$ cat config.mk
export PLATFORM = sky130hd
export DESIGN_NAME = integer_literal_value_and_type_flat
export DESIGN_NICKNAME = d
export VERILOG_FILES = /design/src/design/ilvt_pkg.sv /design/src/design/ilvt_if.sv /design/src/design/ilvt_accum.sv /design/src/design/ilvt_result.sv /design/src/design/integer_literal_value_and_type.sv /design/src/flat_wrapper.sv
export SDC_FILE = /design/constraint.sdc
export NUM_CORES = 1
export LEC_CHECK = 0
export ABC_AREA = 1
export CORE_UTILIZATION = 35
export DETAILED_ROUTE_END_ITERATION = 10
export DONT_BUFFER_PORTS = 1
export GPL_TIMING_DRIVEN = 0
export PLACE_DENSITY = 0.51
export SYNTH_ARGS = -nofsm -noshare
export SYNTH_HDL_FRONTEND = slang
export SYNTH_SLANG_ARGS = --single-unit
$ cat constraint.sdc
create_clock -name clk -period 10.95 [get_ports clk]
set_clock_uncertainty 0.15 [all_clocks]
set_input_delay 1.095 -clock clk [delete_from_list [all_inputs] [get_ports clk]]
set_output_delay 1.095 -clock clk [all_outputs]
set_load 0.03 [all_outputs]
$ cat src/design/ilvt_pkg.sv
// Shared types and constants of the integer literal value and type block.
`default_nettype none

package ilvt_pkg;

    // Bit widths of the C integer types.
    localparam int INT_BITS       = 32;
    localparam int LONG_BITS      = 64;
    localparam int LONG_LONG_BITS = 64;

    localparam int VALUE_W = 64;

    // Character codes used by the digit decoder.
    localparam logic [7:0] CH_ZERO    = 8'h30;  // '0'
    localparam logic [7:0] CH_NINE    = 8'h39;  // '9'
    localparam logic [7:0] CH_UPPER_A = 8'h41;  // 'A'
    localparam logic [7:0] CH_UPPER_F = 8'h46;  // 'F'
    localparam logic [7:0] CH_LOWER_A = 8'h61;  // 'a'
    localparam logic [7:0] CH_LOWER_F = 8'h66;  // 'f'

    typedef enum logic [1:0] {
        RADIX_DEC = 2'd0,
        RADIX_HEX = 2'd1,
        RADIX_OCT = 2'd2
    } radix_t;

    typedef enum logic [2:0] {
        SUF_NONE = 3'd0,
        SUF_U    = 3'd1,
        SUF_L    = 3'd2,
        SUF_LL   = 3'd3,
        SUF_UL   = 3'd4,
        SUF_ULL  = 3'd5
    } suffix_t;

    typedef enum logic [2:0] {
        TY_INT    = 3'd0,
        TY_UINT   = 3'd1,
        TY_LONG   = 3'd2,
        TY_ULONG  = 3'd3,
        TY_LLONG  = 3'd4,
        TY_ULLONG = 3'd5
    } type_code_t;

    // A finished literal handed from the accumulator to the result stage.
    typedef struct packed {
        logic [VALUE_W-1:0] value;
        logic               overflowed;
        logic               is_decimal;
        logic [2:0]         suffix;
    } fin_t;

endpackage

`default_nettype wire

$ cat src/design/ilvt_if.sv
// Channel interfaces: digit characters in, literal results out.
`default_nettype none

interface ilvt_in_if;
    logic       valid;
    logic       ready;
    logic [7:0] digit_char;
    logic [1:0] radix_kind;
    logic [2:0] suffix_kind;
    logic       last_digit;

    modport source (output valid, digit_char, radix_kind, suffix_kind, last_digit,
                    input ready);
    modport sink   (input valid, digit_char, radix_kind, suffix_kind, last_digit,
                    output ready);
endinterface

interface ilvt_out_if;
    logic        valid;
    logic        ready;
    logic [63:0] literal_value;
    logic [2:0]  type_code;
    logic        too_large;

    modport source (output valid, literal_value, type_code, too_large, input ready);
    modport sink   (input valid, literal_value, type_code, too_large, output ready);
endinterface

`default_nettype wire

$ cat src/design/ilvt_accum.sv
// Input register, digit decoder and the value * radix + digit accumulator.
`default_nettype none

module ilvt_accum
    import ilvt_pkg::*;
(
    input  wire logic clk,
    input  wire logic rst_n,
    ilvt_in_if.sink   digits,
    input  wire logic slot_free,
    output logic      fin_valid,
    output fin_t      fin
);

    logic       s1_valid_reg;
    logic       s1_valid_next;
    logic [7:0] s1_char_reg;
    logic [1:0] s1_radix_reg;
    logic [2:0] s1_suffix_reg;
    logic       s1_last_reg;

    logic [VALUE_W-1:0] acc_reg;
    logic [VALUE_W-1:0] acc_next;
    logic               ovf_reg;
    logic               ovf_next;

    logic               s1_adv;
    logic               in_take;
    logic [3:0]         digit;
    logic [VALUE_W+3:0] prod;
    logic               prod_ovf;
    logic [VALUE_W-1:0] new_acc;
    logic               new_ovf;

    // A non-final item leaves no result, so it never waits on the output side.
    assign s1_adv       = s1_valid_reg && (!s1_last_reg || slot_free);
    assign digits.ready = !s1_valid_reg || s1_adv;
    assign in_take      = digits.valid && digits.ready;

    always_comb
    begin
        digit = 4'd0;
        if (s1_char_reg >= CH_ZERO && s1_char_reg <= CH_NINE)
        begin
            digit = s1_char_reg[3:0];
            if (s1_radix_reg == RADIX_OCT && digit > 4'd7)
            begin
                digit = 4'd0;
            end
        end
        else if (s1_radix_reg == RADIX_HEX)
        begin
            if (s1_char_reg >= CH_UPPER_A && s1_char_reg <= CH_UPPER_F)
            begin
                digit = 4'(s1_char_reg - CH_UPPER_A + 8'd10);
            end
            else if (s1_char_reg >= CH_LOWER_A && s1_char_reg <= CH_LOWER_F)
            begin
                digit = 4'(s1_char_reg - CH_LOWER_A + 8'd10);
            end
        end
    end

    // Multiplying by a constant radix is a shift, or two shifts and an add.
    always_comb
    begin
        case (s1_radix_reg)
            RADIX_HEX: prod = {acc_reg, 4'b0000} + {{VALUE_W{1'b0}}, digit};
            RADIX_OCT: prod = {1'b0, acc_reg, 3'b000} + {{VALUE_W{1'b0}}, digit};
            default:   prod = {1'b0, acc_reg, 3'b000} + {3'b000, acc_reg, 1'b0}
                              + {{VALUE_W{1'b0}}, digit};
        endcase
        prod_ovf = (prod[VALUE_W+3:VALUE_W] != 4'd0);
    end

    always_comb
    begin
        if (ovf_reg)
        begin
            new_acc = acc_reg;
            new_ovf = 1'b1;
        end
        else if (prod_ovf)
        begin
            new_acc = {VALUE_W{1'b1}};
            new_ovf = 1'b1;
        end
        else
        begin
            new_acc = prod[VALUE_W-1:0];
            new_ovf = 1'b0;
        end
    end

    always_comb
    begin
        acc_next = acc_reg;
        ovf_next = ovf_reg;
        if (s1_adv)
        begin
            acc_next = s1_last_reg ? {VALUE_W{1'b0}} : new_acc;
            ovf_next = s1_last_reg ? 1'b0 : new_ovf;
        end
        s1_valid_next = in_take ? 1'b1 : (s1_adv ? 1'b0 : s1_valid_reg);
    end

    assign fin_valid      = s1_valid_reg && s1_last_reg;
    assign fin.value      = new_acc;
    assign fin.overflowed = new_ovf;
    assign fin.is_decimal = (s1_radix_reg != RADIX_HEX) && (s1_radix_reg != RADIX_OCT);
    assign fin.suffix     = s1_suffix_reg;

    always_ff @(posedge clk or negedge rst_n)
    begin
        if (!rst_n)
        begin
            s1_valid_reg <= 1'b0;
            acc_reg      <= '0;
            ovf_reg      <= 1'b0;
        end
        else
        begin
            s1_valid_reg <= s1_valid_next;
            acc_reg      <= acc_next;
            ovf_reg      <= ovf_next;
        end
    end

    always_ff @(posedge clk)
    begin
        if (in_take)
        begin
            s1_char_reg   <= digits.digit_char;
            s1_radix_reg  <= digits.radix_kind;
            s1_suffix_reg <= digits.suffix_kind;
            s1_last_reg   <= digits.last_digit;
        end
    end

endmodule

`default_nettype wire

$ cat src/design/ilvt_result.sv
// Type selection over the candidate list and the result register.
`default_nettype none

module ilvt_result
    import ilvt_pkg::*;
(
    input  wire logic   clk,
    input  wire logic   rst_n,
    input  wire logic   fin_valid,
    input  wire fin_t   fin,
    output logic        slot_free,
    ilvt_out_if.source  result
);

    // True when the value needs no more than w magnitude bits.
    function automatic logic fits(input logic [VALUE_W-1:0] v, input int w);
        logic r;
        if (w >= VALUE_W)
        begin
            r = 1'b1;
        end
        else
        begin
            r = ((v >> w) == {VALUE_W{1'b0}});
        end
        return r;
    endfunction

    logic       f_int;
    logic       f_uint;
    logic       f_long;
    logic       f_ulong;
    logic       f_llong;
    logic       f_ullong;
    logic       found;
    type_code_t code;

    logic        out_valid_reg;
    logic        out_valid_next;
    logic [63:0] out_value_reg;
    logic [2:0]  out_code_reg;
    logic        out_large_reg;
    logic        load;

    assign f_int    = fits(fin.value, INT_BITS - 1);
    assign f_uint   = fits(fin.value, INT_BITS);
    assign f_long   = fits(fin.value, LONG_BITS - 1);
    assign f_ulong  = fits(fin.value, LONG_BITS);
    assign f_llong  = fits(fin.value, LONG_LONG_BITS - 1);
    assign f_ullong = fits(fin.value, LONG_LONG_BITS);

    // First candidate that holds the value wins; decimal literals without
    // a U suffix never fall back to an unsigned type.
    always_comb
    begin
        found = 1'b1;
        code  = TY_INT;
        unique case (fin.suffix)
            SUF_U:
            begin
                if (f_uint)        code = TY_UINT;
                else if (f_ulong)  code = TY_ULONG;
                else if (f_ullong) code = TY_ULLONG;
                else               found = 1'b0;
            end
            SUF_L:
            begin
                if (f_long)                         code = TY_LONG;
                else if (!fin.is_decimal && f_ulong) code = TY_ULONG;
                else if (f_llong)                   code = TY_LLONG;
                else if (!fin.is_decimal && f_ullong) code = TY_ULLONG;
                else                                found = 1'b0;
            end
            SUF_LL:
            begin
                if (f_llong)                          code = TY_LLONG;
                else if (!fin.is_decimal && f_ullong) code = TY_ULLONG;
                else                                  found = 1'b0;
            end
            SUF_UL:
            begin
                if (f_ulong)       code = TY_ULONG;
                else if (f_ullong) code = TY_ULLONG;
                else               found = 1'b0;
            end
            SUF_ULL:
            begin
                if (f_ullong) code = TY_ULLONG;
                else          found = 1'b0;
            end
            default:
            begin
                if (f_int)                            code = TY_INT;
                else if (!fin.is_decimal && f_uint)   code = TY_UINT;
                else if (f_long)                      code = TY_LONG;
                else if (!fin.is_decimal && f_ulong)  code = TY_ULONG;
                else if (f_llong)                     code = TY_LLONG;
                else if (!fin.is_decimal && f_ullong) code = TY_ULLONG;
                else                                  found = 1'b0;
            end
        endcase
        if (fin.overflowed)
        begin
            found = 1'b0;
        end
    end

    assign slot_free      = !out_valid_reg || result.ready;
    assign load           = fin_valid && slot_free;
    assign out_valid_next = load ? 1'b1 : (result.ready ? 1'b0 : out_valid_reg);

    always_ff @(posedge clk or negedge rst_n)
    begin
        if (!rst_n)
        begin
            out_valid_reg <= 1'b0;
        end
        else
        begin
            out_valid_reg <= out_valid_next;
        end
    end

    always_ff @(posedge clk)
    begin
        if (load)
        begin
            out_value_reg <= found ? fin.value : 64'd0;
            out_code_reg  <= found ? code : TY_INT;
            out_large_reg <= !found;
        end
    end

    assign result.valid         = out_valid_reg;
    assign result.literal_value = out_value_reg;
    assign result.type_code     = out_code_reg;
    assign result.too_large     = out_large_reg;

endmodule

`default_nettype wire

$ cat src/design/integer_literal_value_and_type.sv
// Top level: parses C integer literal digits into a value and its deduced type.
//
// The digits channel takes one character of a literal per item, with the
// radix prefix already removed; radix_kind and suffix_kind ride on each item,
// and only those of the final item (last_digit high) select the type list.
// The result channel gives one item per literal: the value, the first
// candidate type that holds it, or too_large with value and type zero.
// An item is registered at the input, accumulated as value * radix + digit,
// and a final item is classified into the result register. A last character
// goes through the input register into the result register, where its
// result turns valid. One character is taken every cycle while results are
// taken. Non-final characters keep flowing while a result waits; a final
// character waits in the input register until the result register is free,
// and input ready is low while it waits. Reset clears the accumulator, the
// overflow flag and both valid flags; items in flight at reset are dropped.
`default_nettype none

module integer_literal_value_and_type
    import ilvt_pkg::*;
(
    input  wire logic  clk,
    input  wire logic  rst_n,
    ilvt_in_if.sink    digits,
    ilvt_out_if.source result
);

    logic fin_valid;
    fin_t fin;
    logic slot_free;

    ilvt_accum u_accum (
        .clk       (clk),
        .rst_n     (rst_n),
        .digits    (digits),
        .slot_free (slot_free),
        .fin_valid (fin_valid),
        .fin       (fin)
    );

    ilvt_result u_result (
        .clk       (clk),
        .rst_n     (rst_n),
        .fin_valid (fin_valid),
        .fin       (fin),
        .slot_free (slot_free),
        .result    (result)
    );

`ifndef NO_ASSERTIONS
    a_large_zeroed: assert property (@(posedge clk) disable iff (!rst_n)
        result.valid && result.too_large |->
            result.literal_value == 64'd0 && result.type_code == TY_INT)
        else $error("too_large result carries a nonzero value or type");

    a_fin_lands: assert property (@(posedge clk) disable iff (!rst_n)
        fin_valid && slot_free |=> result.valid)
        else $error("finished literal did not reach the result register");

    a_ovf_large: assert property (@(posedge clk) disable iff (!rst_n)
        fin_valid && slot_free && fin.overflowed |=> result.too_large)
        else $error("overflowed literal not flagged too_large");
`endif

endmodule

`default_nettype wire

$ cat src/flat_wrapper.sv
// flat-port wrapper written by rule: the top's interface ports become plain ports
module integer_literal_value_and_type_flat import ilvt_pkg::*;
  (clk, rst_n, digits_valid, digits_digit_char, digits_radix_kind, digits_suffix_kind, digits_last_digit, digits_ready, result_valid, result_literal_value, result_type_code, result_too_large, result_ready);
  ilvt_in_if digits_i ();
  ilvt_out_if result_i ();
  input  wire logic clk;
  input  wire logic rst_n;
  input wire logic [$bits(digits_i.valid)-1:0] digits_valid;
  input wire logic [$bits(digits_i.digit_char)-1:0] digits_digit_char;
  input wire logic [$bits(digits_i.radix_kind)-1:0] digits_radix_kind;
  input wire logic [$bits(digits_i.suffix_kind)-1:0] digits_suffix_kind;
  input wire logic [$bits(digits_i.last_digit)-1:0] digits_last_digit;
  output wire logic [$bits(digits_i.ready)-1:0] digits_ready;
  output wire logic [$bits(result_i.valid)-1:0] result_valid;
  output wire logic [$bits(result_i.literal_value)-1:0] result_literal_value;
  output wire logic [$bits(result_i.type_code)-1:0] result_type_code;
  output wire logic [$bits(result_i.too_large)-1:0] result_too_large;
  input wire logic [$bits(result_i.ready)-1:0] result_ready;
  assign digits_i.valid = digits_valid;
  assign digits_i.digit_char = digits_digit_char;
  assign digits_i.radix_kind = digits_radix_kind;
  assign digits_i.suffix_kind = digits_suffix_kind;
  assign digits_i.last_digit = digits_last_digit;
  assign digits_ready = digits_i.ready;
  assign result_valid = result_i.valid;
  assign result_literal_value = result_i.literal_value;
  assign result_type_code = result_i.type_code;
  assign result_too_large = result_i.too_large;
  assign result_i.ready = result_ready;
  integer_literal_value_and_type u_core (.clk(clk), .rst_n(rst_n), .digits(digits_i), .result(result_i));
endmodule
======== Yosys cells after proc, flatten, opt, wreduce, memory -nomap -nowiden ========
Cells that the tools add are included.
cells by class
  equal/unequal tests ..................... 9
  $lt $le $gt $ge ......................... 7
  add/subtract/negate cells ............... 8
  multiplexer cells ....................... 30
  reduce and logical (&&, ||, !) cells .... 26
operator list
  cell                                                               count
  zero test 64 bit                                                   3
  two-way mux 64 bit                                                 3
  adder 68 x 4 -> 68 bit                                             2
  one-hot mux 68 bit (2 select lines)                                1
  adder 67 x 4 -> 68 bit                                             1
  adder 67 x 65 -> 68 bit                                            1
  two-way mux 4 bit                                                  5
  greater-or-equal comparator 8 x 7 -> 1 bit, second input constant  2
  less-or-equal comparator 8 x 7 -> 1 bit, second input constant     2
  one-hot mux 3 bit (5 select lines)                                 1
  two-way mux 1 bit                                                  12
  two-way mux 3 bit                                                  4
  logical AND 1 bit                                                  10
  adder 4 bit, second input constant                                 2
  greater-or-equal comparator 8 x 6 -> 1 bit, second input constant  1
  less-or-equal comparator 8 x 6 -> 1 bit, second input constant     1
  subtractor 4 x 1 -> 4 bit, second input constant                   2
  equality test 3 x 2 -> 1 bit, second input constant                2
  equality test 3 bit, second input constant                         2
  two-way mux 2 bit                                                  3
  zero test 1 bit                                                    5
  greater-than comparator 4 x 3 -> 1 bit, second input constant      1
  nonzero test 2 bit                                                 2
  nonzero test 4 bit                                                 1
  9 further kinds                                                    11
word-level totals
  bits in registers ....................... 149
  logic and storage cells ................. 91
  output and inout port bits .............. 70

======== Longest topological paths before layout ========
  depth after elaboration ................. 18
  mapped depth ............................ 39

======== By module ========
Synthesis repeated with hierarchy kept, for this count alone.
unflattened totals
  cells, all modules ...................... 2,755
  area, all modules ....................... 16,931.2 µm²
by module, submodules not included
  module       instances  area an instance (µm²)  cells each
  ilvt_accum   1          13,943.4                2,470
  ilvt_result  1          2,987.9                 285

======== Worst setup path after synthesis ========
Ideal clock, no wire load.
  kind .................................... input to register
  start point ............................. input port result_ready
  end point ............................... register u_core.u_result.out_value_reg[0] (netlist: u_core.u_result.result.literal_value[0]) (enable)
  cell stages on the path ................. 2
  data arrival time ....................... 4,006 ps
  required time ........................... 10,305 ps
  setup slack ............................. 6,299 ps
  path buffers ............................ 0
  cells stage by stage .................... nor2_1 -> nor2_1
on the way
  word-level cells in the longest chain between the ends .. 2
ends and longest elaborated chain
  item                      RTL line            text
  start, declared           flat_wrapper.sv:18  input wire logic [$bits(result_i.ready)-1:0] result_ready;
  logical OR 1 bit          ilvt_result.sv:108  assign slot_free = !out_valid_reg || result.ready;
  logical AND 1 bit         ilvt_result.sv:109  assign load = fin_valid && slot_free;
  net u_core.u_result.load  ilvt_result.sv:43   logic load;
  end signal, assigned      ilvt_result.sv:128  out_value_reg <= found ? fin.value : 64'd0;
  end, declared             ilvt_result.sv:40   logic [63:0] out_value_reg;
The timed path passes the listed nets, and every way through them passes these cells.
A chain may end at the register's enable or synchronous reset.

======== Final worst setup path ========
  start point ............................. register u_core.u_accum.s1_radix_reg[1]
  end point ............................... register u_core.u_result.out_value_reg[30] (netlist: u_core.u_result.result.literal_value[30]) (data pin)
on the way
  word-level cells in the longest chain between the ends .. 15
  elaborated cells on any way between the ends .. 29
ends and longest elaborated chain
  item                                                           RTL line                              text
  start, declared                                                ilvt_accum.sv:18                      logic [1:0] s1_radix_reg;
  start signal, assigned                                         ilvt_accum.sv:134                     s1_radix_reg <= digits.radix_kind;
  equality test 2 bit                                            ilvt_accum.sv:46, ilvt_accum.sv:67
  logical AND 1 bit                                              ilvt_accum.sv:46                      if (s1_radix_reg == RADIX_OCT && digit > 4'd7)
  two-way mux 4 bit                                              ilvt_accum.sv:46
  two-way mux 4 bit                                              ilvt_accum.sv:43                      if (s1_char_reg >= CH_ZERO && s1_char_reg <= CH_NINE)
  adder 68 x 4 -> 68 bit (tied with other cells)                 ilvt_accum.sv:71                      + {{VALUE_W{1'b0}}, digit};
  one-hot mux 68 bit (2 select lines)                            ilvt_accum.sv:67                      case (s1_radix_reg)
  nonzero test 4 bit                                             ilvt_accum.sv:73                      prod_ovf = (prod[VALUE_W+3:VALUE_W] != 4'd0);
  two-way mux 64 bit                                             ilvt_accum.sv:83                      else if (prod_ovf)
  two-way mux 64 bit                                             ilvt_accum.sv:78                      if (ovf_reg)
  zero test 64 bit                                               ilvt_result.sv:24                     r = ((v >> w) == {VALUE_W{1'b0}});
  two-way mux 1 bit / logical AND 1 bit (equally long branches)  ilvt_result.sv:68, ilvt_result.sv:94
  two-way mux 1 bit                                              ilvt_result.sv:94                     else if (!fin.is_decimal && f_uint) code = TY_UINT;
  two-way mux 1 bit                                              ilvt_result.sv:93                     if (f_int) code = TY_INT;
  one-hot mux 1 bit (2 select lines)                             ilvt_result.sv:58                     unique case (fin.suffix)
  two-way mux 1 bit                                              ilvt_result.sv:102                    if (fin.overflowed)
Several ways; a longest one is shown, not always the timed one.

==> impl_metrics.json <==
{
  "rrSetupSlack_ns": 3.80,
  "arrival_ns": 7.19,
  "r2r_cells": 30,
  "drtIter0Drc": 1740,
  "wl_um": 75900,
  "cp_max_fo": 10,
  "dp.final_hpwl_um": 62600,
  "hold_violations": 0,
  "fp.coreArea_mm2": 0.0444,
  "die_y_um": 215,
  "pre_cts_ws_ns": 3.90,
  "r2r_end": "u_core.u_result.result.literal_value[30]",
  "avgViaCountPerCell": 5.53,
  "path_clk_slew_ns": 0.07,
  "first_pass_iters": 6,
  "synth-seq-cells": 149,
  "placementRows": 77,
  "cts_tree": "yes",
  "numCtsBuffers": 17,
  "drc": 0,
  "nets": 2705,
  "grt_max_degree": 68,
  "post-route-min-period_ns": 7.15,
  "grt_pass1_wl_um": 110000,
  "irDropWorstVdd_mv": 0.131,
  "htreeDepth": 4,
  "slew_headroom": 0.203,
  "cts_hold_buf": 0,
  "r2r-start": "u_core.u_accum.s1_radix_reg[1]",
  "synth_cell_types": 51,
  "gp_congestion": 0.981,
  "setup_viol": 0,
  "port_buffers": 0,
  "grt_setup_unrepaired": "no",
  "grt-ovfl-total": 0,
  "timing.final.crit_share": 0.653,
  "grt_pass1_vias": 16400,
  "stdcell_count": 3155,
  "routedWlPerCell_um": 24.1,
  "insertedDiodeCount": 0,
  "placed_cell_area_mm2": 0.0167,
  "crit_slowest_cell": "clkbuf_1",
  "start_util": 0.357,
  "nFillCells": 4918,
  "clock-sinks": 149,
  "postCtsSetupRepairBufs": 0,
  "maxClockFrequency_mhz": 140,
  "area_growth_syn_to_layout_pct": 8.50,
  "critPathLaunchType": "flip-flop",
  "hp-class": "input port to async pin",
  "syn_area_mm2": 0.0159,
  "layout-drive-gt1-share": 0.0496,
  "avgSynthCellArea_um2": 6.27,
  "ys_seq_area_frac": 0.261,
  "cts_resized": 0,
  "dieArea_mm2": 0.0462,
  "synth_edf_count": 82,
  "die_x_um": 215,
  "crit_path_end_kind": "flip-flop",
  "clk_latency_ns": 0.46,
  "clock_path_buffers": 2,
  "drv_slew": 0,
  "antenna_found_initial": 0,
  "path_buf_inv": 4,
  "worstMarginPinSlew_ns": 1.18,
  "cp.required_ns": 10.99,
  "drtAntennaViolNets": 0,
  "design_area_mm2": 0.0172,
  "root_buffer": "clkbuf_16",
  "crit_path_frequent_cell": "nand2_1",
  "setup_ws_ns": 3.80,
  "status": "complete, no violations",
  "grt_usage": 0.327,
  "crit_family": "simple AND/OR/NAND/NOR gates",
  "max_stage_delay_ns": 0.73,
  "vias": 17400,
  "drv_cap": 0,
  "tns_ns": 0,
  "synthArstFlopShare": 0.450,
  "yosysWarnings": 0,
  "ys.flop_type": "edfxtp_1",
  "syn_nets": 2684,
  "critPathKind": "flip-flop to flip-flop",
  "dp.cells": 3123,
  "synthCells": 2529,
  "power_density_mw_per_mm2": 317,
  "p_leak_nw": 8.09,
  "io_pins": 88
}
==> Yosys cell counts, drive strengths merged (44+ instances only) <==
library cell	number	area (um2)
nand2	782	3000
a21oi	149	753
ha	135	1690
clkbuf	44	165
nor2	303	1220
nand3	180	911
o22ai	80	500
dfrtp	67	1680
inv	359	1350
edfxtp	82	2460
o21ai	137	686
nor3	63	363
==> cell type report <==
cell class | count | area, um2 | share of cell area
Sequential cell | 149 | 4140 | 0.241
Inverter | 361 | 1360 | 0.0788
Tap cell | 592 | 741 | 0.0431
Timing Repair Buffer | 2 | 47.5 | 0.00276
Buffer | 62 | 275 | 0.0160
Clock buffer | 17 | 425 | 0.0247
Clock inverter | 15 | 123 | 0.00713
Multi-Input combinational cell | 1957 | 10100 | 0.587
==> placed cells by master, fill, tap and decap left out, types with 12 or more instances in the layout <==
cell	n
clkbuf_16	17
clkbuf_1	44
nand2_1	758
ha_1	135
inv_2	12
nand2_2	23
nor3_1	56
nand4_1	29
o21ai_0	135
inv_1	347
edfxtp_1	82
nand3b_1	12
nand3_1	178
o21bai_1	22
o22ai_1	80
dfrtp_1	67
a21oi_1	146
nor2_1	277
nor2_2	20
xor2_1	18
==> worst max-delay path by stage <==
| stage | start | endpoint | slack (ns) | cells past startpoint |
|---|---|---|---|---|
| after detailed placement | u_core.u_accum.s1_radix_reg[1] | u_core.u_result.result.literal_value[30] | 3.90 | 30 |
| after global placement | u_core.u_accum.s1_radix_reg[1] | u_core.u_result.result.literal_value[30] | 3.94 | 30 |
| after global routing | u_core.u_accum.s1_radix_reg[1] | u_core.u_result.result.literal_value[30] | 3.35 | 30 |
| after CTS | u_core.u_accum.s1_radix_reg[1] | u_core.u_result.result.literal_value[30] | 3.88 | 30 |
| after floorplan | result_ready | u_core.u_result.result.literal_value[0] | 6.30 | 2 |
| final | u_core.u_accum.s1_radix_reg[1] | u_core.u_result.result.literal_value[30] | 3.80 | 30 |
==> kinds of logic after synthesis <==
family,synth area share
flip-flops,0.261
AO/OA/AOI/OAI,0.145
XOR/XNOR,0.0110
adder cells (fa/ha/maj),0.109
buffers and inverters,0.103
AND/OR/NAND/NOR,0.371
==> through the flow <==
step,hold slack [ns],power (mW),utilization
2_1_floorplan,0.343,3.44,-
3_3_place_gp,0.361,4.83,0.374
3_5_place_dp,0.435,4.84,0.375
4_1_cts,0.156,5.43,0.387
5_1_grt,0.153,5.87,0.387
6_report,0.177,5.46,0.387
==> report_power, final <==
group	internal (mW)	switching [mW]	total [mW]	leakage [nW]
combinational	1.05	2.61	3.66	6.20
clock	0.295	0.277	0.572	0.268
sequential	0.798	0.432	1.23	1.63
==> layer usage <==
layer | share of wire | vias up | track usage
met5 | 0 | - | 0
li1 | - | 8376 | -
met3 | 0.053 | 141 | 0.0377
met1 | 0.43 | 8246 | 0.427
met2 | 0.47 | 679 | 0.538
met4 | 0.046 | 0 | 0.151
Power figures use the tool's default switching activity.
